--- src/rtl/core/flsd_pkg.sv ---
// Shared types, codes and character helpers for the family list splitter decoder.
// Used by flsd_engine and family_list_splitter_decoder; depends on nothing.
package flsd_pkg;

    localparam logic [15:0] CH_COMMA = 16'h002C;
    localparam logic [15:0] CH_HASH  = 16'h0023;
    localparam logic [15:0] CH_PCT   = 16'h0025;

    localparam logic [1:0] KIND_SRC = 2'd0;
    localparam logic [1:0] KIND_FAM = 2'd1;
    localparam logic [1:0] KIND_ERR = 2'd2;

    localparam logic [1:0] ERR_NONE  = 2'd0;
    localparam logic [1:0] ERR_HEX   = 2'd1;
    localparam logic [1:0] ERR_TRUNC = 2'd2;
    localparam logic [1:0] ERR_OVF   = 2'd3;

    localparam int RESULT_CAP = 32;
    localparam int CNT_W      = 6;

    typedef enum logic [1:0] {
        ST_IDLE,
        ST_PROC,
        ST_FIN
    } t_top_state;

    typedef enum logic [2:0] {
        E_IDLE,
        E_INIT,
        E_SCAN,
        E_DECIDE,
        E_SRC,
        E_FAM,
        E_ERR
    } t_eng_state;

    typedef enum logic [1:0] {
        D_NORM,
        D_HEX1,
        D_HEX2
    } t_dec_state;

    typedef struct packed {
        logic start;
        logic step_begin;
        logic overflowed;
    } t_eng_ctl;

    function automatic logic is_space(input logic [15:0] c);
        return (c == 16'h0020) || (c == 16'h0009) || (c == 16'h000D) || (c == 16'h000A);
    endfunction

    function automatic logic hex_ok(input logic [15:0] c);
        return ((c >= 16'h0030) && (c <= 16'h0039)) ||
               ((c >= 16'h0061) && (c <= 16'h0066)) ||
               ((c >= 16'h0041) && (c <= 16'h0046));
    endfunction

    function automatic logic [3:0] hex_val(input logic [15:0] c);
        logic [15:0] t;
        if ((c >= 16'h0030) && (c <= 16'h0039)) begin
            t = c - 16'h0030;
        end else if ((c >= 16'h0061) && (c <= 16'h0066)) begin
            t = c - 16'h0061 + 16'd10;
        end else if ((c >= 16'h0041) && (c <= 16'h0046)) begin
            t = c - 16'h0041 + 16'd10;
        end else begin
            t = 16'h0000;
        end
        return t[3:0];
    endfunction

endpackage

--- src/rtl/core/flsd_ram.sv ---
// Generic single-clock RAM with one write port and one registered read port.
// Standalone; no package needed.
module flsd_ram #(
    parameter int WIDTH = 16,
    parameter int DEPTH = 32
) (
    input  logic                     i_clk,
    input  logic                     i_wr_en,
    input  logic [$clog2(DEPTH)-1:0] i_wr_addr,
    input  logic [WIDTH-1:0]         i_wr_data,
    input  logic                     i_rd_en,
    input  logic [$clog2(DEPTH)-1:0] i_rd_addr,
    output logic [WIDTH-1:0]         o_rd_data
);

    logic [WIDTH-1:0] r_mem [DEPTH];
    logic [WIDTH-1:0] r_rd_data;

    always_ff @(posedge i_clk) begin
        if (i_wr_en) begin
            r_mem[i_wr_addr] <= i_wr_data;
        end
        if (i_rd_en) begin
            r_rd_data <= r_mem[i_rd_addr];
        end
    end

    assign o_rd_data = r_rd_data;

endmodule

--- src/rtl/core/flsd_engine.sv ---
// Segment finish engine: scans the stored segment, decodes escapes, trims and emits results.
// Depends on flsd_pkg; reads the segment store through the read port of flsd_ram.
module flsd_engine #(
    parameter int MAX_SEGMENT = 32
) (
    input  logic                           i_clk,
    input  logic                           i_rst_n,
    input  flsd_pkg::t_eng_ctl             i_ctl,
    input  logic [$clog2(MAX_SEGMENT)-1:0] i_fill,
    input  logic [$clog2(MAX_SEGMENT)-1:0] i_fam_lo,
    output logic                           o_done,
    output logic                           o_rd_en,
    output logic [$clog2(MAX_SEGMENT)-1:0] o_rd_addr,
    input  logic [15:0]                    i_rd_data,
    output logic                           o_out_valid,
    input  logic                           i_out_stall,
    output logic [1:0]                     o_item_kind,
    output logic [15:0]                    o_char_out,
    output logic [1:0]                     o_error_code,
    output logic                           o_last_of_segment
);

    localparam int AW = $clog2(MAX_SEGMENT);

    flsd_pkg::t_eng_state r_st, n_st;
    flsd_pkg::t_dec_state r_dec, n_dec;
    logic [AW-1:0] r_pos, n_pos;
    logic [AW-1:0] r_start, n_start;
    logic [1:0]    r_err, n_err;
    logic [3:0]    r_hi, n_hi;
    logic          r_hi_ok, n_hi_ok;
    logic          r_src_found, n_src_found;
    logic [AW-1:0] r_sa, n_sa;
    logic [AW-1:0] r_sb, n_sb;
    logic          r_fam_found, n_fam_found;
    logic [AW-1:0] r_fa, n_fa;
    logic [AW-1:0] r_fl, n_fl;
    logic [flsd_pkg::CNT_W-1:0] r_cnt;

    logic        r_out_valid;
    logic [1:0]  r_kind;
    logic [15:0] r_char;
    logic [1:0]  r_code;
    logic        r_last;

    logic [AW:0]  pos_p1;
    logic [AW:0]  pos_p2;
    logic [AW:0]  fill_x;
    logic [15:0]  d;
    logic         capped;
    logic         can_put;
    logic         put_en;
    logic [1:0]   put_kind;
    logic [15:0]  put_char;
    logic [1:0]   put_code;
    logic         put_last;
    logic         elem_valid;
    logic [15:0]  elem_val;
    logic [AW-1:0] elem_start;
    logic [15:0]  fam_val;

    assign d       = i_rd_data;
    assign pos_p1  = {1'b0, r_pos} + (AW+1)'(1);
    assign pos_p2  = {1'b0, r_pos} + (AW+1)'(2);
    assign fill_x  = {1'b0, i_fill};
    assign capped  = (r_cnt == flsd_pkg::CNT_W'(flsd_pkg::RESULT_CAP));
    assign can_put = !r_out_valid || !i_out_stall || capped;
    assign fam_val = (r_dec == flsd_pkg::D_HEX2) ? {8'h00, r_hi, flsd_pkg::hex_val(d)} : d;

    always_comb begin
        n_st        = r_st;
        n_dec       = r_dec;
        n_pos       = r_pos;
        n_start     = r_start;
        n_err       = r_err;
        n_hi        = r_hi;
        n_hi_ok     = r_hi_ok;
        n_src_found = r_src_found;
        n_sa        = r_sa;
        n_sb        = r_sb;
        n_fam_found = r_fam_found;
        n_fa        = r_fa;
        n_fl        = r_fl;
        o_done      = 1'b0;
        o_rd_en     = 1'b0;
        o_rd_addr   = r_pos + AW'(1);
        put_en      = 1'b0;
        put_kind    = flsd_pkg::KIND_SRC;
        put_char    = 16'h0000;
        put_code    = flsd_pkg::ERR_NONE;
        put_last    = 1'b0;
        elem_valid  = 1'b0;
        elem_val    = d;
        elem_start  = r_pos;
        unique case (r_st)
            flsd_pkg::E_IDLE: begin
                if (i_ctl.start) begin
                    n_st = flsd_pkg::E_INIT;
                end
            end
            flsd_pkg::E_INIT: begin
                n_dec       = flsd_pkg::D_NORM;
                n_src_found = 1'b0;
                n_fam_found = 1'b0;
                if (i_ctl.overflowed) begin
                    n_err = flsd_pkg::ERR_OVF;
                    n_st  = flsd_pkg::E_ERR;
                end else if (i_fill == '0) begin
                    o_done = 1'b1;
                    n_st   = flsd_pkg::E_IDLE;
                end else begin
                    n_err     = flsd_pkg::ERR_NONE;
                    o_rd_en   = 1'b1;
                    o_rd_addr = '0;
                    n_pos     = '0;
                    n_st      = flsd_pkg::E_SCAN;
                end
            end
            flsd_pkg::E_SCAN: begin
                if (r_pos < i_fam_lo) begin
                    if (!flsd_pkg::is_space(d)) begin
                        if (!r_src_found) begin
                            n_sa        = r_pos;
                            n_src_found = 1'b1;
                        end
                        n_sb = r_pos + AW'(1);
                    end
                end else if (r_err == flsd_pkg::ERR_NONE) begin
                    case (r_dec)
                        flsd_pkg::D_NORM: begin
                            if (d == flsd_pkg::CH_PCT) begin
                                if (pos_p2 >= fill_x) begin
                                    n_err = flsd_pkg::ERR_TRUNC;
                                end else begin
                                    n_dec   = flsd_pkg::D_HEX1;
                                    n_start = r_pos;
                                end
                            end else begin
                                elem_valid = 1'b1;
                                elem_val   = d;
                                elem_start = r_pos;
                            end
                        end
                        flsd_pkg::D_HEX1: begin
                            n_hi    = flsd_pkg::hex_val(d);
                            n_hi_ok = flsd_pkg::hex_ok(d);
                            n_dec   = flsd_pkg::D_HEX2;
                        end
                        default: begin
                            n_dec = flsd_pkg::D_NORM;
                            if (!(r_hi_ok && flsd_pkg::hex_ok(d))) begin
                                n_err = flsd_pkg::ERR_HEX;
                            end else begin
                                elem_valid = 1'b1;
                                elem_val   = {8'h00, r_hi, flsd_pkg::hex_val(d)};
                                elem_start = r_start;
                            end
                        end
                    endcase
                    if (elem_valid && !flsd_pkg::is_space(elem_val)) begin
                        if (!r_fam_found) begin
                            n_fa        = elem_start;
                            n_fam_found = 1'b1;
                        end
                        n_fl = r_pos;
                    end
                end
                if (pos_p1 < fill_x) begin
                    o_rd_en = 1'b1;
                    n_pos   = r_pos + AW'(1);
                end else begin
                    n_st = flsd_pkg::E_DECIDE;
                end
            end
            flsd_pkg::E_DECIDE: begin
                n_dec = flsd_pkg::D_NORM;
                if (r_err != flsd_pkg::ERR_NONE) begin
                    n_st = flsd_pkg::E_ERR;
                end else if (!r_fam_found) begin
                    o_done = 1'b1;
                    n_st   = flsd_pkg::E_IDLE;
                end else if (r_src_found) begin
                    o_rd_en   = 1'b1;
                    o_rd_addr = r_sa;
                    n_pos     = r_sa;
                    n_st      = flsd_pkg::E_SRC;
                end else begin
                    o_rd_en   = 1'b1;
                    o_rd_addr = r_fa;
                    n_pos     = r_fa;
                    n_st      = flsd_pkg::E_FAM;
                end
            end
            flsd_pkg::E_SRC: begin
                if (can_put) begin
                    put_en   = 1'b1;
                    put_kind = flsd_pkg::KIND_SRC;
                    put_char = d;
                    o_rd_en  = 1'b1;
                    if (pos_p1 < {1'b0, r_sb}) begin
                        n_pos = r_pos + AW'(1);
                    end else begin
                        o_rd_addr = r_fa;
                        n_pos     = r_fa;
                        n_dec     = flsd_pkg::D_NORM;
                        n_st      = flsd_pkg::E_FAM;
                    end
                end
            end
            flsd_pkg::E_FAM: begin
                if ((r_dec == flsd_pkg::D_NORM) && (d == flsd_pkg::CH_PCT)) begin
                    n_dec   = flsd_pkg::D_HEX1;
                    o_rd_en = 1'b1;
                    n_pos   = r_pos + AW'(1);
                end else if (r_dec == flsd_pkg::D_HEX1) begin
                    n_hi    = flsd_pkg::hex_val(d);
                    n_dec   = flsd_pkg::D_HEX2;
                    o_rd_en = 1'b1;
                    n_pos   = r_pos + AW'(1);
                end else if (can_put) begin
                    put_en   = 1'b1;
                    put_kind = flsd_pkg::KIND_FAM;
                    put_char = fam_val;
                    n_dec    = flsd_pkg::D_NORM;
                    if (r_pos == r_fl) begin
                        put_last = 1'b1;
                        o_done   = 1'b1;
                        n_st     = flsd_pkg::E_IDLE;
                    end else begin
                        o_rd_en = 1'b1;
                        n_pos   = r_pos + AW'(1);
                    end
                end
            end
            flsd_pkg::E_ERR: begin
                if (can_put) begin
                    put_en   = 1'b1;
                    put_kind = flsd_pkg::KIND_ERR;
                    put_code = r_err;
                    put_last = 1'b1;
                    o_done   = 1'b1;
                    n_st     = flsd_pkg::E_IDLE;
                end
            end
            default: begin
                n_st = flsd_pkg::E_IDLE;
            end
        endcase
    end

    always_ff @(posedge i_clk) begin
        if (!i_rst_n) begin
            r_st        <= flsd_pkg::E_IDLE;
            r_dec       <= flsd_pkg::D_NORM;
            r_err       <= flsd_pkg::ERR_NONE;
            r_src_found <= 1'b0;
            r_fam_found <= 1'b0;
            r_cnt       <= '0;
            r_out_valid <= 1'b0;
        end else begin
            r_st        <= n_st;
            r_dec       <= n_dec;
            r_err       <= n_err;
            r_src_found <= n_src_found;
            r_fam_found <= n_fam_found;
            if (i_ctl.step_begin) begin
                r_cnt <= '0;
            end else if (put_en && !capped) begin
                r_cnt <= r_cnt + flsd_pkg::CNT_W'(1);
            end
            if (put_en && !capped) begin
                r_out_valid <= 1'b1;
            end else if (!i_out_stall) begin
                r_out_valid <= 1'b0;
            end
        end
    end

    always_ff @(posedge i_clk) begin
        r_pos   <= n_pos;
        r_start <= n_start;
        r_hi    <= n_hi;
        r_hi_ok <= n_hi_ok;
        r_sa    <= n_sa;
        r_sb    <= n_sb;
        r_fa    <= n_fa;
        r_fl    <= n_fl;
        if (put_en && !capped) begin
            r_kind <= put_kind;
            r_char <= put_char;
            r_code <= put_code;
            r_last <= put_last || (r_cnt == flsd_pkg::CNT_W'(flsd_pkg::RESULT_CAP - 1));
        end
    end

    assign o_out_valid       = r_out_valid;
    assign o_item_kind       = r_kind;
    assign o_char_out        = r_char;
    assign o_error_code      = r_code;
    assign o_last_of_segment = r_last;

endmodule

--- src/rtl/core/family_list_splitter_decoder.sv ---
// Top level of the family list splitter decoder: character intake, segment state, store.
// Depends on flsd_pkg, flsd_ram and flsd_engine.
//
//   Channel   Direction  Handshake                    Payload
//   input     in         i_in_valid / o_in_stall      i_char_in, i_end_of_string
//   result    out        o_out_valid / i_out_stall    o_item_kind, o_char_out,
//                                                     o_error_code, o_last_of_segment
//
// A character that ends no segment is first accepted, then used to update the store.
// A segment end adds the engine's two passes over the store read port (one to scan and
// decode, one to emit), and the engine waits while the result side stalls.
// A character that follows a single comma is handled once more after the finish.
// Reset is synchronous and active low; the store itself is not cleared.
// While a segment is being finished the input side is stalled.
module family_list_splitter_decoder #(
    parameter int MAX_SEGMENT = 32
) (
    input  logic        i_clk,
    input  logic        i_rst_n,
    input  logic        i_in_valid,
    output logic        o_in_stall,
    input  logic [15:0] i_char_in,
    input  logic        i_end_of_string,
    output logic        o_out_valid,
    input  logic        i_out_stall,
    output logic [1:0]  o_item_kind,
    output logic [15:0] o_char_out,
    output logic [1:0]  o_error_code,
    output logic        o_last_of_segment
);

    localparam int AW = $clog2(MAX_SEGMENT);

    flsd_pkg::t_top_state r_state, n_state;
    logic [15:0]   r_c;
    logic          r_eos;
    logic [AW-1:0] r_fill, n_fill;
    logic [AW-1:0] r_hpos, n_hpos;
    logic          r_hash_seen, n_hash_seen;
    logic          r_pending, n_pending;
    logic          r_skip, n_skip;
    logic          r_ovf, n_ovf;
    logic          r_again, n_again;

    logic               accept;
    logic               keep_req;
    logic [15:0]        keep_val;
    logic               wr_en;
    logic               fin_go;
    logic               eng_done;
    logic               rd_en;
    logic [AW-1:0]      rd_addr;
    logic [15:0]        rd_data;
    logic [AW-1:0]      fam_lo;
    flsd_pkg::t_eng_ctl eng_ctl;

    assign o_in_stall = (r_state != flsd_pkg::ST_IDLE);
    assign accept     = i_in_valid && !o_in_stall;
    assign fam_lo     = r_hash_seen ? r_hpos : '0;

    always_comb begin
        n_state     = r_state;
        n_fill      = r_fill;
        n_hpos      = r_hpos;
        n_hash_seen = r_hash_seen;
        n_pending   = r_pending;
        n_skip      = r_skip;
        n_ovf       = r_ovf;
        n_again     = r_again;
        keep_req    = 1'b0;
        keep_val    = r_c;
        wr_en       = 1'b0;
        fin_go      = 1'b0;
        unique case (r_state)
            flsd_pkg::ST_IDLE: begin
                if (accept) begin
                    n_state = flsd_pkg::ST_PROC;
                end
            end
            flsd_pkg::ST_PROC: begin
                n_again = 1'b0;
                if (r_pending) begin
                    n_pending = 1'b0;
                    if (r_c == flsd_pkg::CH_COMMA) begin
                        keep_req = 1'b1;
                        keep_val = flsd_pkg::CH_COMMA;
                        n_skip   = 1'b0;
                        fin_go   = r_eos;
                    end else begin
                        fin_go  = 1'b1;
                        n_again = 1'b1;
                    end
                end else if (r_skip && flsd_pkg::is_space(r_c)) begin
                    fin_go = r_eos;
                end else begin
                    n_skip = 1'b0;
                    if (r_c == flsd_pkg::CH_COMMA) begin
                        fin_go    = r_eos;
                        n_pending = !r_eos;
                    end else begin
                        if ((r_c == flsd_pkg::CH_HASH) && !r_hash_seen) begin
                            n_hash_seen = 1'b1;
                            n_hpos      = r_fill;
                        end else begin
                            keep_req = 1'b1;
                        end
                        fin_go = r_eos;
                    end
                end
                if (keep_req) begin
                    if (r_fill < AW'(MAX_SEGMENT - 1)) begin
                        wr_en  = 1'b1;
                        n_fill = r_fill + AW'(1);
                    end else begin
                        n_ovf = 1'b1;
                    end
                end
                n_state = fin_go ? flsd_pkg::ST_FIN : flsd_pkg::ST_IDLE;
            end
            flsd_pkg::ST_FIN: begin
                if (eng_done) begin
                    n_fill      = '0;
                    n_hpos      = '0;
                    n_hash_seen = 1'b0;
                    n_pending   = 1'b0;
                    n_skip      = 1'b1;
                    n_ovf       = 1'b0;
                    n_state     = r_again ? flsd_pkg::ST_PROC : flsd_pkg::ST_IDLE;
                end
            end
            default: begin
                n_state = flsd_pkg::ST_IDLE;
            end
        endcase
    end

    always_ff @(posedge i_clk) begin
        if (!i_rst_n) begin
            r_state     <= flsd_pkg::ST_IDLE;
            r_fill      <= '0;
            r_hpos      <= '0;
            r_hash_seen <= 1'b0;
            r_pending   <= 1'b0;
            r_skip      <= 1'b1;
            r_ovf       <= 1'b0;
            r_again     <= 1'b0;
        end else begin
            r_state     <= n_state;
            r_fill      <= n_fill;
            r_hpos      <= n_hpos;
            r_hash_seen <= n_hash_seen;
            r_pending   <= n_pending;
            r_skip      <= n_skip;
            r_ovf       <= n_ovf;
            r_again     <= n_again;
        end
    end

    always_ff @(posedge i_clk) begin
        if (accept) begin
            r_c   <= i_char_in;
            r_eos <= i_end_of_string;
        end
    end

    assign eng_ctl.start      = fin_go;
    assign eng_ctl.step_begin = accept;
    assign eng_ctl.overflowed = r_ovf;

    flsd_ram #(
        .WIDTH(16),
        .DEPTH(MAX_SEGMENT)
    ) u_store (
        .i_clk    (i_clk),
        .i_wr_en  (wr_en),
        .i_wr_addr(r_fill),
        .i_wr_data(keep_val),
        .i_rd_en  (rd_en),
        .i_rd_addr(rd_addr),
        .o_rd_data(rd_data)
    );

    flsd_engine #(
        .MAX_SEGMENT(MAX_SEGMENT)
    ) u_engine (
        .i_clk            (i_clk),
        .i_rst_n          (i_rst_n),
        .i_ctl            (eng_ctl),
        .i_fill           (r_fill),
        .i_fam_lo         (fam_lo),
        .o_done           (eng_done),
        .o_rd_en          (rd_en),
        .o_rd_addr        (rd_addr),
        .i_rd_data        (rd_data),
        .o_out_valid      (o_out_valid),
        .i_out_stall      (i_out_stall),
        .o_item_kind      (o_item_kind),
        .o_char_out       (o_char_out),
        .o_error_code     (o_error_code),
        .o_last_of_segment(o_last_of_segment)
    );

`ifndef SYNTHESIS
    a_no_write_while_finishing: assert property (@(posedge i_clk) disable iff (!i_rst_n)
        (r_state == flsd_pkg::ST_FIN) |-> !wr_en)
        else $error("segment store written while a segment is being finished");

    a_fill_in_range: assert property (@(posedge i_clk) disable iff (!i_rst_n)
        r_fill <= AW'(MAX_SEGMENT - 1))
        else $error("fill count beyond the reserved last entry");

    a_hash_in_range: assert property (@(posedge i_clk) disable iff (!i_rst_n)
        r_hash_seen |-> (r_hpos <= r_fill))
        else $error("hash position beyond fill count");

    a_error_closes_segment: assert property (@(posedge i_clk) disable iff (!i_rst_n)
        (o_out_valid && (o_item_kind == flsd_pkg::KIND_ERR)) |-> o_last_of_segment)
        else $error("error request without end of segment");
`endif

endmodule

--- config.mk ---
export PLATFORM = sky130hd
export DESIGN_NAME = family_list_splitter_decoder
export DESIGN_NICKNAME = d
export VERILOG_FILES = /design/src/rtl/core/flsd_pkg.sv /design/src/rtl/core/flsd_ram.sv /design/src/rtl/core/flsd_engine.sv /design/src/rtl/core/family_list_splitter_decoder.sv
export SDC_FILE = /design/constraint.sdc
export NUM_CORES = 1
export LEC_CHECK = 0
export ABC_AREA = 1
export BUFFER_PORTS_ARGS = -buffer_cell sky130_fd_sc_hd__buf_2
export CAP_MARGIN = 25
export CORE_UTILIZATION = 60
export DETAILED_ROUTE_END_ITERATION = 12
export GPL_TIMING_DRIVEN = 0
export PLACE_DENSITY = 0.82
export RECOVER_POWER = 25
export SYNTH_ARGS = -nofsm -noshare
export SYNTH_HDL_FRONTEND = slang
export SYNTH_HIERARCHICAL = 1
export SYNTH_SLANG_ARGS = --single-unit
export TNS_END_PERCENT = 30
--- constraint.sdc ---
create_clock -name i_clk -period 4.9 [get_ports i_clk]
set_input_delay 0.49 -clock i_clk [delete_from_list [all_inputs] [get_ports i_clk]]
set_output_delay 0.49 -clock i_clk [all_outputs]
set_load 0.05 [all_outputs]
# Word-level counts from Yosys, hierarchy flattened
# Memories as Yosys holds them, arrays and structs flattened. A register that Yosys moved wholly into a read port is not among the register bits.
# Index checks and enable logic that the tools add are counted.
[totals]
word_cells = 363
ff_bits = 106
latchBits = 0
input_bits = 21
rom_bits = 0
ramBits = 512
memories = 1
output_inout_bits = 23
[op_classes]
n_mux = 172
div_mod_pow = 0
shifts = 0
multipliers = 0
bitwise_logic = 6
add_sub_neg = 10
eq_ne = 67
magnitude_cmp = 11
reduce_logical = 67
[memory_table]
columns = ["name", "depth", "width", "rd", "rd_ports_with_merged_regs", "write_ports", "line", "source"]
rows = [
  ["u_store.r_mem", 32, 16, 1, 1, 1, "flsd_ram.sv:16", "logic [WIDTH-1:0] r_mem [DEPTH];"],
]
[op_table]
columns = ["operator", "n"]
rows = [
  ["$mux W16", 13],
  ["$eq A16 B4 Y1 const B", 9],
  ["$mux W5", 27],
  ["$eq A16 B6 Y1 const B", 6],
  ["$mux W1", 66],
  ["$mux W2", 23],
  ["$ne A2 B2 Y1 const B", 20],
  ["$mux W3", 12],
  ["$ge A16 B7 Y1 const B", 2],
  ["$le A16 B7 Y1 const B", 2],
  ["$pmux W16 S2", 1],
  ["$reduce_and A4 Y1", 8],
  ["$mux W4", 7],
  ["$pmux W5 S5", 1],
  ["$pmux W3 S7", 1],
  ["$ne A2 B1 Y1 const B", 10],
  ["$pmux W5 S2", 2],
  ["$ne A3 B3 Y1 const B", 6],
  ["$pmux W1 S2", 9],
  ["$reduce_and A9 Y1", 2],
  ["$ge A16 B6 Y1 const B", 1],
  ["$le A16 B6 Y1 const B", 1],
  ["$pmux W2 S2", 4],
  ["$reduce_and A8 Y1", 2],
  ["other kinds (42)", 98],
]

# Longest topological paths before layout
[depth]
ltp_word = 20
mapped_depth = 28
mapped_depth_nobuf = 24

# By module
# The synthesis kept the hierarchy.
[by_module_without_submodules]
columns = ["module", "instances", "cells_per_inst", "seq_area_each_um2", "area_per_inst_um2"]
rows = [
  ["flsd_ram", 1, 1794, 15855.2, 21461.8],
  ["flsd_engine", 1, 603, 2001.9, 4778.3],
  ["family_list_splitter_decoder", 1, 213, 850.8, 1666.6],
]

# Worst setup path after synthesis
# Ideal clock, no wire load.
[synth_path]
kind = "register to register"
start = "register u_engine.r_pos[1]"
end = "register u_store.r_rd_data[10] (netlist: u_store/o_rd_data[10]), read port of u_store.r_mem, data pin"
path_slack_ns = 1.364
period_less_slack_ns = 3.536
t_arrival_ns = 3.284
setup_ns = 0.253
required_time_ns = 4.647
n_path_buf = 4
path_stages_with_launch = 25
path_cell_list = "edfxtp_1 > ha_1 > xnor2_1 > inv_1 > ha_1 > a21oi_1 > o21bai_1 > a21oi_1 > o21ai_0 > clkbuf_1 > o21ai_0 > nand2_1 > a32oi_1 > buf_6 > inv_6 > buf_6 > buf_4 > nand2_1 > nand3_1 > nand3_1 > nand2_1 > nand2_1 > nand2_1 > nand2_1 > nand2_1"
[synth_via]
elab_cells_between_ends = 18
classes_between = "2 x add/sub; 2 x order compare; 1 x eq/ne; 13 x mux"
[synth_rtl]
columns = ["element", "line", "source"]
rows = [
  ["from (decl)", "flsd_engine.sv:27", "logic [AW-1:0] r_pos, n_pos;"],
  ["from (signal assigned)", "flsd_engine.sv:280", "r_pos <= n_pos;"],
  ["$add A5 B1 Y6", "flsd_engine.sv:63", "assign pos_p1 = {1'b0, r_pos} + (AW+1)'(1);"],
  ["named net u_engine.pos_p1[2]", "flsd_engine.sv:46", "logic [AW:0] pos_p1;"],
  ["$lt A6 B5 Y1", "flsd_engine.sv:200", "if (pos_p1 < {1'b0, r_sb}) begin"],
  ["$mux W5", "flsd_engine.sv:200", ""],
  ["$mux W5", "flsd_engine.sv:195", "if (can_put) begin"],
  ["$pmux W5 S3", "flsd_engine.sv:95", "unique case (r_st)"],
  ["named net rd_addr[0]", "family_list_splitter_decoder.sv:52", "logic [AW-1:0] rd_addr;"],
  ["to (decl)", "flsd_ram.sv:17", "logic [WIDTH-1:0] r_rd_data;"],
]
# The timed path passes the listed nets, and every way through them passes these cells.
# A chain may end at the register's enable or synchronous reset.

# Final worst setup path
[layout_path]
start = "register u_engine.r_pos[1]"
end = "register u_store.r_rd_data[13] (netlist: u_store/o_rd_data[13]), read port of u_store.r_mem, data pin"
# Same word-level chain as after synthesis.

==> flow_summary.ini <==
[run_status]
status = completed

[setup_path]
cp-end-kind = flip-flop
cp.required_ns = 5.26
critPathKind = flip-flop to flip-flop
cp_max_fo = 10
r2r_end = u_store/o_rd_data[13]
arrival_ns = 5.13
r2r_start = u_engine/r_pos[1]
worst-r2r-setup-slack_ns = 0.13
start_kind = flip-flop
r2r_cells = 20

[synth]
synth_edf_count = 601
syn_avg_cell_area_um2 = 10.7
yosys.area.top_type = edfxtp_1
ys_ff_latch = 634
synth_top_area_share = 0.647
synth.area.top_cells = edfxtp_1, nand2_1, nand3_1
yosysUniqueCellTypes = 59
synth_flop_cell = edfxtp_1
yosysSeqAreaShare = 0.670
ys_warn_count = 6
ys_async_sr_fraction = 0
syn-instance-count = 2610
netlist_area_mm2 = 0.0279
syn-num-nets = 2658

[finish]
fill_cells = 3197
seq_area_mm2 = 0.0187
fin_area_mm2 = 0.0313
drive_gt1_frac = 0.129
final_cell_count_no_fill = 3408
nets = 2810
syn2layout_area_growth_pct = 12.3
multi_input_area_mm2 = 0.00783
diodes = 0

[sta]
period_share = 0.972
max_freq_ghz = 0.210
finalHoldViolations = 0
worst_slew_pin_slew_ns = 1.17
finClkSkew_ns = 0.0338
finalSetupViolations = 0
slew_headroom = 0.218
min_period_ns = 4.77
final-max-slew-violation-count = 0
tns_ns = 0

[placed_design]
dp.cells = 3278
globalplace.congestion = 1.18
numPortBuffers = 43
place_area_mm2 = 0.0292
place_hpwl_mm = 51.7

[cts]
path_clk_slew_ns = 0.07
htree_levels = 2
cts_tree = yes
cts.path.max_buffers = 3
clock-sinks = 634
ctsRootBufferMaster = clkbuf_16
clkLatencyLatePin_ns = 0.65
cts_made_buffers = 61

[grt]
grt_overflow = 0
antenna_found_initial = 0
track_usage = 0.328
grt_pass1_vias = 19667
grt_pass1_wl_mm = 115
grt_max_degree = 33

[floorplan]
initial_core_util = 0.611
core_area_mm2 = 0.0457
ioPinCount = 44
std_cell_rows = 78
die_area_mm2 = 0.0474
fp.dieW_um = 218
chipHeight_um = 218

[hold_path]
min_to = r_c[1]
hold_start = i_char_in[1]
hold_path_class = input port to flip-flop
holdPathStages = 1

[routing]
via_per_inst = 6.08
drtPass1Iterations = 8
vias = 20723
drc = 0
route.detailed.wl_per_inst_um = 22.6
routed_wl_mm = 77.0
ant_nets = 0
initialDrtViolationCount = 2861

[flow_run]
max_cap_violations = 0
[worst max-delay path: stages, from the launching register on]
cell	delay, ns
edfxtp_1	0.50
ha_1	0.30
nand3_1	0.12
xor2_1	0.30
inv_1	0.18
ha_1	0.31
a21oi_1	0.18
o21ai_0	0.18
buf_4	0.21
a21oi_1	0.26
nand2_1	0.09
o2111ai_1	0.18
buf_4	0.32
clkbuf_1	0.50
nand3_1	0.18
nand3_1	0.14
nand2_1	0.09
nand2_1	0.09
nand2_1	0.08
nand2_1	0.11
nand2_1	0.13
[per-layer routing]
layer	up-vias	GRT usage	wire, um	share of wire
met5	-	0	0	0
met1	9791	0.437	28100	0.37
met3	216	0.0632	8970	0.12
met2	1442	0.522	36300	0.47
met4	0	0.158	3640	0.047
li1	9274	-	-	-
[synthesized netlist by cell type (25+ instances only)]
cell type  count
nand2_1      897
edfxtp_1     601
nand3_1      431
inv_1        136
nor2_1       120
o21ai_0       50
a21oi_1       39
clkbuf_1      38
buf_2         36
dfxtp_1       33
buf_4         28
ha_1          27
buf_6         25
[cell usage in the layout (no fill, tap or decap), types with 5 or more instances in the layout]
master | netlist | layout
nand2_1 | 897 | 897
buf_6 | 25 | 34
clkinv_1 | 3 | 16
o211ai_1 | 9 | 9
ha_1 | 27 | 27
clkbuf_16 | 0 | 61
inv_2 | 8 | 9
nand3_1 | 431 | 431
clkinv_2 | 0 | 12
a21oi_1 | 39 | 39
buf_8 | 1 | 8
buf_2 | 36 | 77
buf_4 | 28 | 44
o21ai_0 | 50 | 49
clkbuf_1 | 38 | 20
nor3_1 | 16 | 16
edfxtp_1 | 601 | 601
nor2_1 | 120 | 101
nand4_1 | 14 | 14
inv_6 | 1 | 5
clkinvlp_4 | 0 | 5
clkbuf_2 | 0 | 23
o21ai_1 | 4 | 5
dlygate4sd3_1 | 0 | 12
inv_1 | 136 | 135
dfxtp_1 | 33 | 33
xor2_1 | 6 | 6
nand2_2 | 18 | 18
nor2_2 | 8 | 27
[flip-flops by register name (all words and copies together) (netlist names), 6 cells and up]
name,cells
u_store/r_mem,512
u_engine/o_char_out,16
u_engine/r_cnt,6
u_store/o_rd_data,16
r_c,16
[cell families after synthesis]
group | synth area share
AND/OR/NAND/NOR | 0.234
flip-flops | 0.670
buffers and inverters | 0.0512
AO/OA/AOI/OAI | 0.0288
adder cells (fa/ha/maj) | 0.0121
XOR/XNOR | 0.00282
multiplexers | 0.000403
[area by class of cell]
type / count / area share
repair buffers: 89 / 0.0220
inverters: 150 / 0.0183
clock buffers: 67 / 0.0494
clock inverters: 42 / 0.0111
flip-flops and latches: 634 / 0.597
multi-input cells: 1695 / 0.250
well taps: 600 / 0.0240
plain buffers: 131 / 0.0285
[what timing repair did]
item / 4_1_cts / 5_1_grt
resized for setup: 0 / 25
hold buffers: 12 / 0
setup buffers: 0 / 8
setup endpoints to repair: 0 / 16
hold endpoints to repair: 12 / 0
[how the worst max path moves through the flow]
stage	start	to	slack, ns	cells past startpoint
4_1_cts	u_engine/r_pos[1]	u_store/o_rd_data[7]	0.02	24
3_3_place_gp	u_engine/r_pos[1]	u_store/o_rd_data[5]	0.01	24
2_1_floorplan	u_engine/r_pos[1]	u_store/o_rd_data[10]	1.36	24
3_5_place_dp	u_engine/r_pos[1]	u_store/o_rd_data[9]	0.08	24
5_1_grt	u_engine/r_pos[1]	u_store/o_rd_data[6]	-0.01	23
6_report	u_engine/r_pos[1]	u_store/o_rd_data[13]	0.13	20
[metrics by stage]
step                setup slack [ns]  hold slack, ns   util
detailed placement            0.0839           0.455  0.640
CTS                           0.0158        0.000988  0.684
finish                         0.135          0.0254  0.686
global placement             0.00967           0.442  0.632
global route                 -0.0141          0.0107  0.686
floorplan                       1.36           0.419      -
Power is not shown: default switching activity piles up to over one toggle a cycle in this logic, so the estimate is an artifact.
